**src/cltiu_pkg.sv**
```systemverilog
// ----------------------------------------------------------------------------
// cltiu_pkg
// Shared types, address map and sizing for the core-local timer interrupt unit.
// ----------------------------------------------------------------------------
package cltiu_pkg;

  // number of harts served
  localparam int unsigned NumCores = 4;
  localparam int unsigned CoreW    = (NumCores > 1) ? $clog2(NumCores) : 1;

  // result vectors always report cores 0 to 3
  localparam int unsigned LevelW = 4;

  // address map
  localparam logic [15:0] SoftBase = 16'h0000;
  localparam logic [15:0] SoftEnd  = 16'(SoftBase + NumCores * 4);
  localparam logic [15:0] CmpBase  = 16'h4000;
  localparam logic [15:0] CmpEnd   = 16'(CmpBase + NumCores * 8);
  localparam logic [15:0] TimeAddr = 16'hBFF8;
  localparam logic [3:0]  TimeSize = 4'd8;

  localparam logic [63:0] AllOnes = 64'hFFFF_FFFF_FFFF_FFFF;

  // item kinds
  localparam logic [1:0] KindRead  = 2'd0;
  localparam logic [1:0] KindWrite = 2'd1;
  localparam logic [1:0] KindTick  = 2'd2;

  // decoded target of a bus access
  typedef enum logic [1:0] {
    HIT_SOFT = 2'd0,
    HIT_CMP  = 2'd1,
    HIT_TIME = 2'd2,
    HIT_MISS = 2'd3
  } hit_e;

  typedef struct packed {
    hit_e             hit;
    logic [CoreW-1:0] core;
  } dec_t;

  // registered input beat after address decode
  typedef struct packed {
    logic [1:0]  kind;
    dec_t        dec;
    logic [63:0] write_data;
    logic [63:0] tick_delta;
  } item_t;

  typedef struct packed {
    logic [63:0]       read_data;
    logic              access_error;
    logic [LevelW-1:0] timer_pending;
    logic [LevelW-1:0] software_pending;
  } result_t;

endpackage

```
**src/cltiu_decode.sv**
```systemverilog
// ----------------------------------------------------------------------------
// cltiu_decode
// Address decode of a bus access into target register and core index.
// ----------------------------------------------------------------------------
module cltiu_decode import cltiu_pkg::*; (
  input  logic [15:0] offset_i,
  input  logic [3:0]  access_size_i,
  output dec_t        dec_o
);

  logic [15:0] soft_idx;
  logic [15:0] cmp_idx;

  // slot index inside each region
  assign soft_idx = (offset_i - SoftBase) >> 2;
  assign cmp_idx  = (offset_i - CmpBase) >> 3;

  // region match, software bits first
  always_comb begin
    dec_o.hit  = HIT_MISS;
    dec_o.core = '0;
    if (offset_i >= SoftBase && offset_i < SoftEnd) begin
      dec_o.hit  = HIT_SOFT;
      dec_o.core = soft_idx[CoreW-1:0];
    end else if (offset_i >= CmpBase && offset_i < CmpEnd) begin
      dec_o.hit  = HIT_CMP;
      dec_o.core = cmp_idx[CoreW-1:0];
    end else if (offset_i == TimeAddr && access_size_i >= TimeSize) begin
      dec_o.hit  = HIT_TIME;
    end
  end

endmodule

```
**src/cltiu_state.sv**
```systemverilog
// ----------------------------------------------------------------------------
// cltiu_state
// Time counter, per-core compare and software bits, and result formation.
// ----------------------------------------------------------------------------
module cltiu_state import cltiu_pkg::*; (
  input  logic    clk_i,
  input  logic    rst_ni,
  input  logic    fire_i,
  input  item_t   item_i,
  output result_t res_o
);

  logic [63:0]         time_q, time_d;
  logic [63:0]         cmp_q [NumCores];
  logic [63:0]         cmp_d [NumCores];
  logic [NumCores-1:0] soft_q, soft_d;
  logic                is_read, is_write, is_tick;

  assign is_read  = (item_i.kind == KindRead);
  assign is_write = (item_i.kind == KindWrite);
  assign is_tick  = (item_i.kind == KindTick);

  // next state for this beat
  always_comb begin
    time_d = time_q;
    soft_d = soft_q;
    for (int c = 0; c < NumCores; c++) begin
      cmp_d[c] = cmp_q[c];
    end
    if (is_tick) begin
      time_d = time_q + item_i.tick_delta;
    end else if (is_write) begin
      case (item_i.dec.hit)
        HIT_SOFT: soft_d[item_i.dec.core] = (item_i.write_data != 64'd0);
        HIT_CMP:  cmp_d[item_i.dec.core]  = item_i.write_data;
        HIT_TIME: time_d                  = item_i.write_data;
        default:  ;
      endcase
    end
  end

  // read data, error flag and interrupt levels after this beat, cores 0 to 3
  always_comb begin
    res_o.read_data        = '0;
    res_o.access_error     = 1'b0;
    res_o.timer_pending    = '0;
    res_o.software_pending = '0;
    if (is_read || is_write) begin
      case (item_i.dec.hit)
        HIT_SOFT: if (is_read) res_o.read_data = {63'd0, soft_q[item_i.dec.core]};
        HIT_CMP:  if (is_read) res_o.read_data = cmp_q[item_i.dec.core];
        HIT_TIME: if (is_read) res_o.read_data = time_q;
        default:  res_o.access_error = 1'b1;
      endcase
    end
    for (int c = 0; c < NumCores && c < LevelW; c++) begin
      res_o.timer_pending[c]    = (time_d >= cmp_d[c]);
      res_o.software_pending[c] = soft_d[c];
    end
  end

  // state registers
  always_ff @(posedge clk_i or negedge rst_ni) begin
    if (!rst_ni) begin
      time_q <= '0;
      soft_q <= '0;
      for (int c = 0; c < NumCores; c++) begin
        cmp_q[c] <= AllOnes;
      end
    end else if (fire_i) begin
      time_q <= time_d;
      soft_q <= soft_d;
      for (int c = 0; c < NumCores; c++) begin
        cmp_q[c] <= cmp_d[c];
      end
    end
  end

  // a missed access leaves the time counter and software bits alone
  a_miss_no_change: assert property (@(posedge clk_i) disable iff (!rst_ni)
    fire_i && res_o.access_error |=> $stable(time_q) && $stable(soft_q))
    else $error("missed access changed state");

  // a read never changes the time counter
  a_read_keeps_time: assert property (@(posedge clk_i) disable iff (!rst_ni)
    fire_i && is_read |=> $stable(time_q))
    else $error("read changed time counter");

endmodule

```
**src/core_local_timer_interrupt_unit.sv**
```systemverilog
// Flow: a beat accepted into the input register moves on to the result register
// when that slot is free or drains. Throughput: one beat per cycle unless the output
// stalls; the state update and the time compares are combinational between the
// input register and the result register. Reset: time counter zero, all compares all ones,
// software bits clear, both pipeline stages empty.
// ----------------------------------------------------------------------------
// core_local_timer_interrupt_unit
// Core-local interruptor with time counter, per-core compares and soft bits.
// ----------------------------------------------------------------------------
module core_local_timer_interrupt_unit import cltiu_pkg::*; (
  input  logic                clk_i,
  input  logic                rst_ni,
  input  logic                in_valid_i,
  output logic                in_ready_o,
  input  logic [1:0]          kind_i,
  input  logic [15:0]         offset_i,
  input  logic [3:0]          access_size_i,
  input  logic [63:0]         write_data_i,
  input  logic [63:0]         tick_delta_i,
  output logic                out_valid_o,
  input  logic                out_ready_i,
  output logic [63:0]         read_data_o,
  output logic                access_error_o,
  output logic [LevelW-1:0]   timer_pending_o,
  output logic [LevelW-1:0]   software_pending_o
);

  dec_t    in_dec;
  item_t   item_q;
  logic    item_valid_q;
  logic    advance;
  result_t res_d, res_q;
  logic    res_valid_q;

  // decode ahead of the input register
  cltiu_decode u_decode (
    .offset_i      (offset_i),
    .access_size_i (access_size_i),
    .dec_o         (in_dec)
  );

  // beat moves to the result register when that slot is free or drains
  assign advance    = item_valid_q && (!res_valid_q || out_ready_i);
  assign in_ready_o = !item_valid_q || advance;

  // input register
  always_ff @(posedge clk_i or negedge rst_ni) begin
    if (!rst_ni) begin
      item_valid_q <= 1'b0;
    end else if (in_ready_o) begin
      item_valid_q <= in_valid_i;
    end
  end

  always_ff @(posedge clk_i) begin
    if (in_ready_o && in_valid_i) begin
      item_q.kind       <= kind_i;
      item_q.dec        <= in_dec;
      item_q.write_data <= write_data_i;
      item_q.tick_delta <= tick_delta_i;
    end
  end

  // state update and result formation
  cltiu_state u_state (
    .clk_i  (clk_i),
    .rst_ni (rst_ni),
    .fire_i (advance),
    .item_i (item_q),
    .res_o  (res_d)
  );

  // result register
  always_ff @(posedge clk_i or negedge rst_ni) begin
    if (!rst_ni) begin
      res_valid_q <= 1'b0;
    end else if (advance) begin
      res_valid_q <= 1'b1;
    end else if (out_ready_i) begin
      res_valid_q <= 1'b0;
    end
  end

  always_ff @(posedge clk_i) begin
    if (advance) begin
      res_q <= res_d;
    end
  end

  assign out_valid_o        = res_valid_q;
  assign read_data_o        = res_q.read_data;
  assign access_error_o     = res_q.access_error;
  assign timer_pending_o    = res_q.timer_pending;
  assign software_pending_o = res_q.software_pending;

  // a beat that moves on always shows up as a result
  a_advance_result: assert property (@(posedge clk_i) disable iff (!rst_ni)
    advance |=> res_valid_q)
    else $error("advanced beat produced no result");

  // a held beat stays in the input register while the output stalls
  a_hold_item: assert property (@(posedge clk_i) disable iff (!rst_ni)
    item_valid_q && res_valid_q && !out_ready_i |=> item_valid_q)
    else $error("stalled beat was dropped");

  // input only blocks when the input register is occupied
  a_ready_block: assert property (@(posedge clk_i) disable iff (!rst_ni)
    !in_ready_o |-> item_valid_q && res_valid_q && !out_ready_i)
    else $error("input blocked without a stall");

endmodule

```
**config.mk**
```make
export PLATFORM = sky130hd
export DESIGN_NAME = core_local_timer_interrupt_unit
export DESIGN_NICKNAME = d
export VERILOG_FILES = /design/src/cltiu_pkg.sv /design/src/cltiu_decode.sv /design/src/cltiu_state.sv /design/src/core_local_timer_interrupt_unit.sv
export SDC_FILE = /design/constraint.sdc
export NUM_CORES = 1
export LEC_CHECK = 0
export BUFFER_PORTS_ARGS = -buffer_cell sky130_fd_sc_hd__buf_2
export CAP_MARGIN = 20
export CORE_MARGIN = 4
export CORE_UTILIZATION = 50
export CTS_CLUSTER_SIZE = 40
export DETAILED_ROUTE_END_ITERATION = 10
export MAX_ROUTING_LAYER = met4
export PLACE_DENSITY_LB_ADDON = 0.2
export SKIP_CTS_REPAIR_TIMING = 1
export SYNTH_ARGS = -nofsm -noshare
export SYNTH_HDL_FRONTEND = slang
export SYNTH_HIERARCHICAL = 1
export SYNTH_SLANG_ARGS = --single-unit
```
**constraint.sdc**
```tcl
create_clock -name clk_i -period 6.35 [get_ports clk_i]
set_clock_uncertainty 0.2 [all_clocks]
set_input_delay 0.3175 -clock clk_i [delete_from_list [all_inputs] [get_ports clk_i]]
set_output_delay 0.3175 -clock clk_i [all_outputs]
set_load 0.03 [all_outputs]
```
==> impl_metrics.xml <==
<?xml version="1.0" encoding="UTF-8"?>
<metrics>
  <group name="clocking">
    <metric name="worst_skew_pair.late_latency" unit="ps">650</metric>
    <metric name="clk_transition_reported_paths" unit="ps">70</metric>
    <metric name="clock_sinks" unit="">533</metric>
    <metric name="cts_buffers" unit="">60</metric>
    <metric name="cts.root.buffer_cell" unit="">clkbuf_16</metric>
    <metric name="cts_tree" unit="">built</metric>
    <metric name="cts.htree.levels" unit="">2</metric>
    <metric name="cts_buffer_depth" unit="">3</metric>
  </group>
  <group name="timing">
    <metric name="tightest_slew" unit="ps">1140</metric>
    <metric name="number_of_slew_limit_violations_in_the_final_report" unit="">0</metric>
    <metric name="clock.fmax" unit="GHz">0.163</metric>
    <metric name="grt_setup_unrepaired" unit="">false</metric>
    <metric name="max_slew_margin" unit="">0.232</metric>
    <metric name="setup-violations-final" unit="">0</metric>
    <metric name="finalHoldViolCount" unit="">0</metric>
    <metric name="post-route-min-period" unit="ps">6140</metric>
    <metric name="setup-tns-final" unit="ps">0</metric>
    <metric name="hold_slack" unit="ps">88.7</metric>
    <metric name="finalCritPeriodShare" unit="">0.967</metric>
  </group>
  <group name="floorplanning">
    <metric name="initial_core_utilization" unit="">0.508</metric>
    <metric name="die-height" unit="µm">270</metric>
    <metric name="die-area" unit="µm²">72800</metric>
    <metric name="design.portCount" unit="">229</metric>
    <metric name="die_w" unit="µm">270</metric>
    <metric name="core" unit="µm²">67500</metric>
    <metric name="core.rowCount" unit="">95</metric>
  </group>
  <group name="global_routing">
    <metric name="grt_antenna_before_repair" unit="">4</metric>
    <metric name="grt_overflow" unit="">0</metric>
    <metric name="grt_pass1_vias" unit="">27800</metric>
    <metric name="grt_util_met1" unit="">0.414</metric>
    <metric name="grt_pass1_wl" unit="µm">168000</metric>
    <metric name="grt_most_used_layer" unit="">met2</metric>
    <metric name="grt_start_max_net_pins" unit="">220</metric>
    <metric name="use_met2" unit="">0.471</metric>
    <metric name="grt_util_met3" unit="">0.0371</metric>
    <metric name="grt_usage" unit="">0.303</metric>
  </group>
  <group name="setup_path">
    <metric name="critical_path_peak_fanout" unit="">5</metric>
    <metric name="path_class" unit="">register to register</metric>
    <metric name="timing.critical_path.cells" unit="">ha_1 &gt; inv_1 &gt; fa_1 &gt; nand2b_1 &gt; a211oi_2 &gt; o221ai_2 &gt; o221a_2 &gt; o211a_2 &gt; o31ai_1 &gt; xnor2_1 &gt; nor2_1 &gt; a31oi_2 &gt; ha_1 &gt; a21o_1 &gt; a21oi_1 &gt; nor2b_1 &gt; o21ai_0 &gt; a21oi_1 &gt; a211oi_1 &gt; buf_4 &gt; o211a_1 &gt; o31a_1 &gt; o2bb2ai_1 &gt; a211oi_2</metric>
    <metric name="crit_required" unit="ps">6530</metric>
    <metric name="worst-endpoint-arrival" unit="ps">6320</metric>
    <metric name="crit_family" unit="">compound AO/OA/AOI/OAI gates</metric>
    <metric name="critical_path.endpoint_type" unit="">register</metric>
    <metric name="library_cell_contributing_the_largest_single_delay_on_the_critical_path" unit="">a211oi_1</metric>
    <metric name="worst_setup_path_start_kind" unit="">register</metric>
    <metric name="critical_path.n_buffers_inverters" unit="">2</metric>
    <metric name="slowest_delay" unit="ps">530</metric>
  </group>
  <group name="status">
    <metric name="run_status" unit="">complete, no violations</metric>
  </group>
  <group name="job">
    <metric name="max_cap_viol_count" unit="">0</metric>
  </group>
  <group name="route">
    <metric name="routed_wirelength" unit="µm">112000</metric>
    <metric name="drt_iter0_drc" unit="">3088</metric>
    <metric name="first_pass_iters" unit="">6</metric>
    <metric name="vias_per_cell" unit="">6.33</metric>
    <metric name="detail_route.drc_violations" unit="">0</metric>
    <metric name="postRouteAntennaNets" unit="">0</metric>
    <metric name="wire_per_inst" unit="µm">24.7</metric>
    <metric name="vias" unit="">28900</metric>
  </group>
  <group name="synthesis">
    <metric name="syn_avg_cell_area" unit="µm²">10.4</metric>
    <metric name="area_share_of_xor_xnor_cells_in_the_synthesized_design" unit="">0.0130</metric>
    <metric name="synth_compound_area_frac" unit="">0.157</metric>
    <metric name="ys_types" unit="">90</metric>
    <metric name="asyncSetResetFlopFracSynth" unit="">0.612</metric>
    <metric name="synth-edff-count" unit="">207</metric>
    <metric name="syn_nets" unit="">3776</metric>
    <metric name="synth.mux.area_fraction" unit="">0.140</metric>
    <metric name="synth_seq_area_share" unit="">0.429</metric>
    <metric name="simple_gate_share_of_the_synthesized_area" unit="">0.122</metric>
    <metric name="synth_top_family_by_area" unit="">compound AO/OA/AOI/OAI gates</metric>
    <metric name="synthAdderAreaFrac" unit="">0.116</metric>
    <metric name="synth-seq-cells" unit="">533</metric>
    <metric name="synthCells" unit="">3307</metric>
    <metric name="synthFlopType" unit="">dfstp_2</metric>
    <metric name="yosys_warnings" unit="">6</metric>
    <metric name="syn-cell-area" unit="µm²">34300</metric>
  </group>
  <group name="final_layout">
    <metric name="ff_latch_area" unit="µm²">14700</metric>
    <metric name="area_growth" unit="%">16.9</metric>
    <metric name="layout_common_cells" unit="">nor2_1 (449), a21oi_1 (418), ha_1 (314)</metric>
    <metric name="post_route_cells_drive_above_1_share" unit="">0.223</metric>
    <metric name="layout.nets" unit="">4099</metric>
    <metric name="mostFrequentLayoutCell" unit="">nor2_1</metric>
    <metric name="layout_fillers" unit="">5622</metric>
    <metric name="multi_input_comb_area" unit="µm²">18900</metric>
  </group>
  <group name="placed_design">
    <metric name="port_buffers" unit="">225</metric>
    <metric name="gp_routability_congestion" unit="">1.01</metric>
    <metric name="dp_hpwl" unit="µm">79400</metric>
  </group>
  <group name="power">
    <metric name="total_leakage_power" unit="µW">0.0177</metric>
    <metric name="vdd_drop_max" unit="µV">292</metric>
    <metric name="power-per-cell-area" unit="nW/µm²">439</metric>
  </group>
  <group name="hold_path">
    <metric name="holdCritPathClass" unit="">primary input to asynchronous set/reset pin</metric>
  </group>
</metrics>
-- Yosys cell counts (67+ instances only) --
| cell | instances | area (µm²) |
|---|---|---|
| nor2_1 | 449 | 1690 |
| dfrtp_1 | 70 | 1750 |
| mux2i_1 | 262 | 2620 |
| nand4_1 | 67 | 419 |
| nand2_1 | 200 | 751 |
| a21oi_1 | 421 | 2110 |
| a21o_1 | 105 | 788 |
| o21ai_0 | 87 | 435 |
| edfxtp_1 | 207 | 6220 |
| clkbuf_1 | 146 | 548 |
| dfstp_2 | 256 | 6730 |
| ha_1 | 314 | 3930 |
-- logic make-up after synthesis --
family                   Yosys count
flip-flops                       533
multiplexers                     390
XOR/XNOR                          51
buffers and inverters            214
AO/OA/AOI/OAI                    878
adder cells (fa/ha/maj)          316
AND/OR/NAND/NOR                  925
-- final cells by class --
cell class              count  share of cell area
diodes                      2            0.000125
clock buffers              80              0.0418
clock inverters            33              0.0103
inverters                  34             0.00319
multi-input cells        2560               0.471
flip-flops and latches    533               0.367
well taps                 873              0.0273
repair buffers            441              0.0801
-- layer usage --
layer / vias to the layer above / share of wire
met5: - / 0
li1: 13100 / -
met4: 0 / 0.037
met1: 14400 / 0.43
met3: 224 / 0.069
met2: 1218 / 0.46
-- worst paths after layout --
check | slack, ps | from | end | cells after the start
setup reg to reg | 210 | u_state/time_q[0] | timer_pending_o[2] | 24
max in group asynchronous | 4410 | rst_ni | u_state/time_q[53] | 3
hold / removal | 90 | rst_ni | item_valid_q | 2
hold reg to reg | 310 | u_state/cmp_q[160] | u_state/cmp_q[160] | 2
min in group clk_i | 170 | tick_delta_i[32] | item_q[32] | 2
setup / recovery | 210 | u_state/time_q[0] | timer_pending_o[2] | 24
-- sequential cells by signal (all words and copies together), names as in the netlist --
signal and flops:
software_pending_o 4, u_state/time_q 64, item_q 134, out_valid_o 1, timer_pending_o 4, access_error_o 1, item_valid_q 1, read_data_o 64
u_state/soft_q 4, u_state/cmp_q 256
-- report_power, final --
part,internal [µW],switching [µW],leakage [µW]
logic,3430,4770,0.0112
registers,4840,857,0.00551
clock network,2180,1530,0.000997
total,10500,7160,0.0177
-- metrics by stage --
step | instance area (µm²) | power [µW] | instances | utilization | setup slack [ps]
floorplan | 34300 | 11000 | 3307 | - | 937
global placement | 36500 | 13300 | 4295 | 0.540 | 271
detailed placement | 36500 | 13600 | 4295 | 0.540 | 210
CTS | 38600 | 17400 | 4408 | 0.571 | 161
global route | 40100 | 18700 | 4556 | 0.593 | 1.34
finish | 40100 | 17600 | 4556 | 0.593 | 207
(Power assumes the default switching activity.)
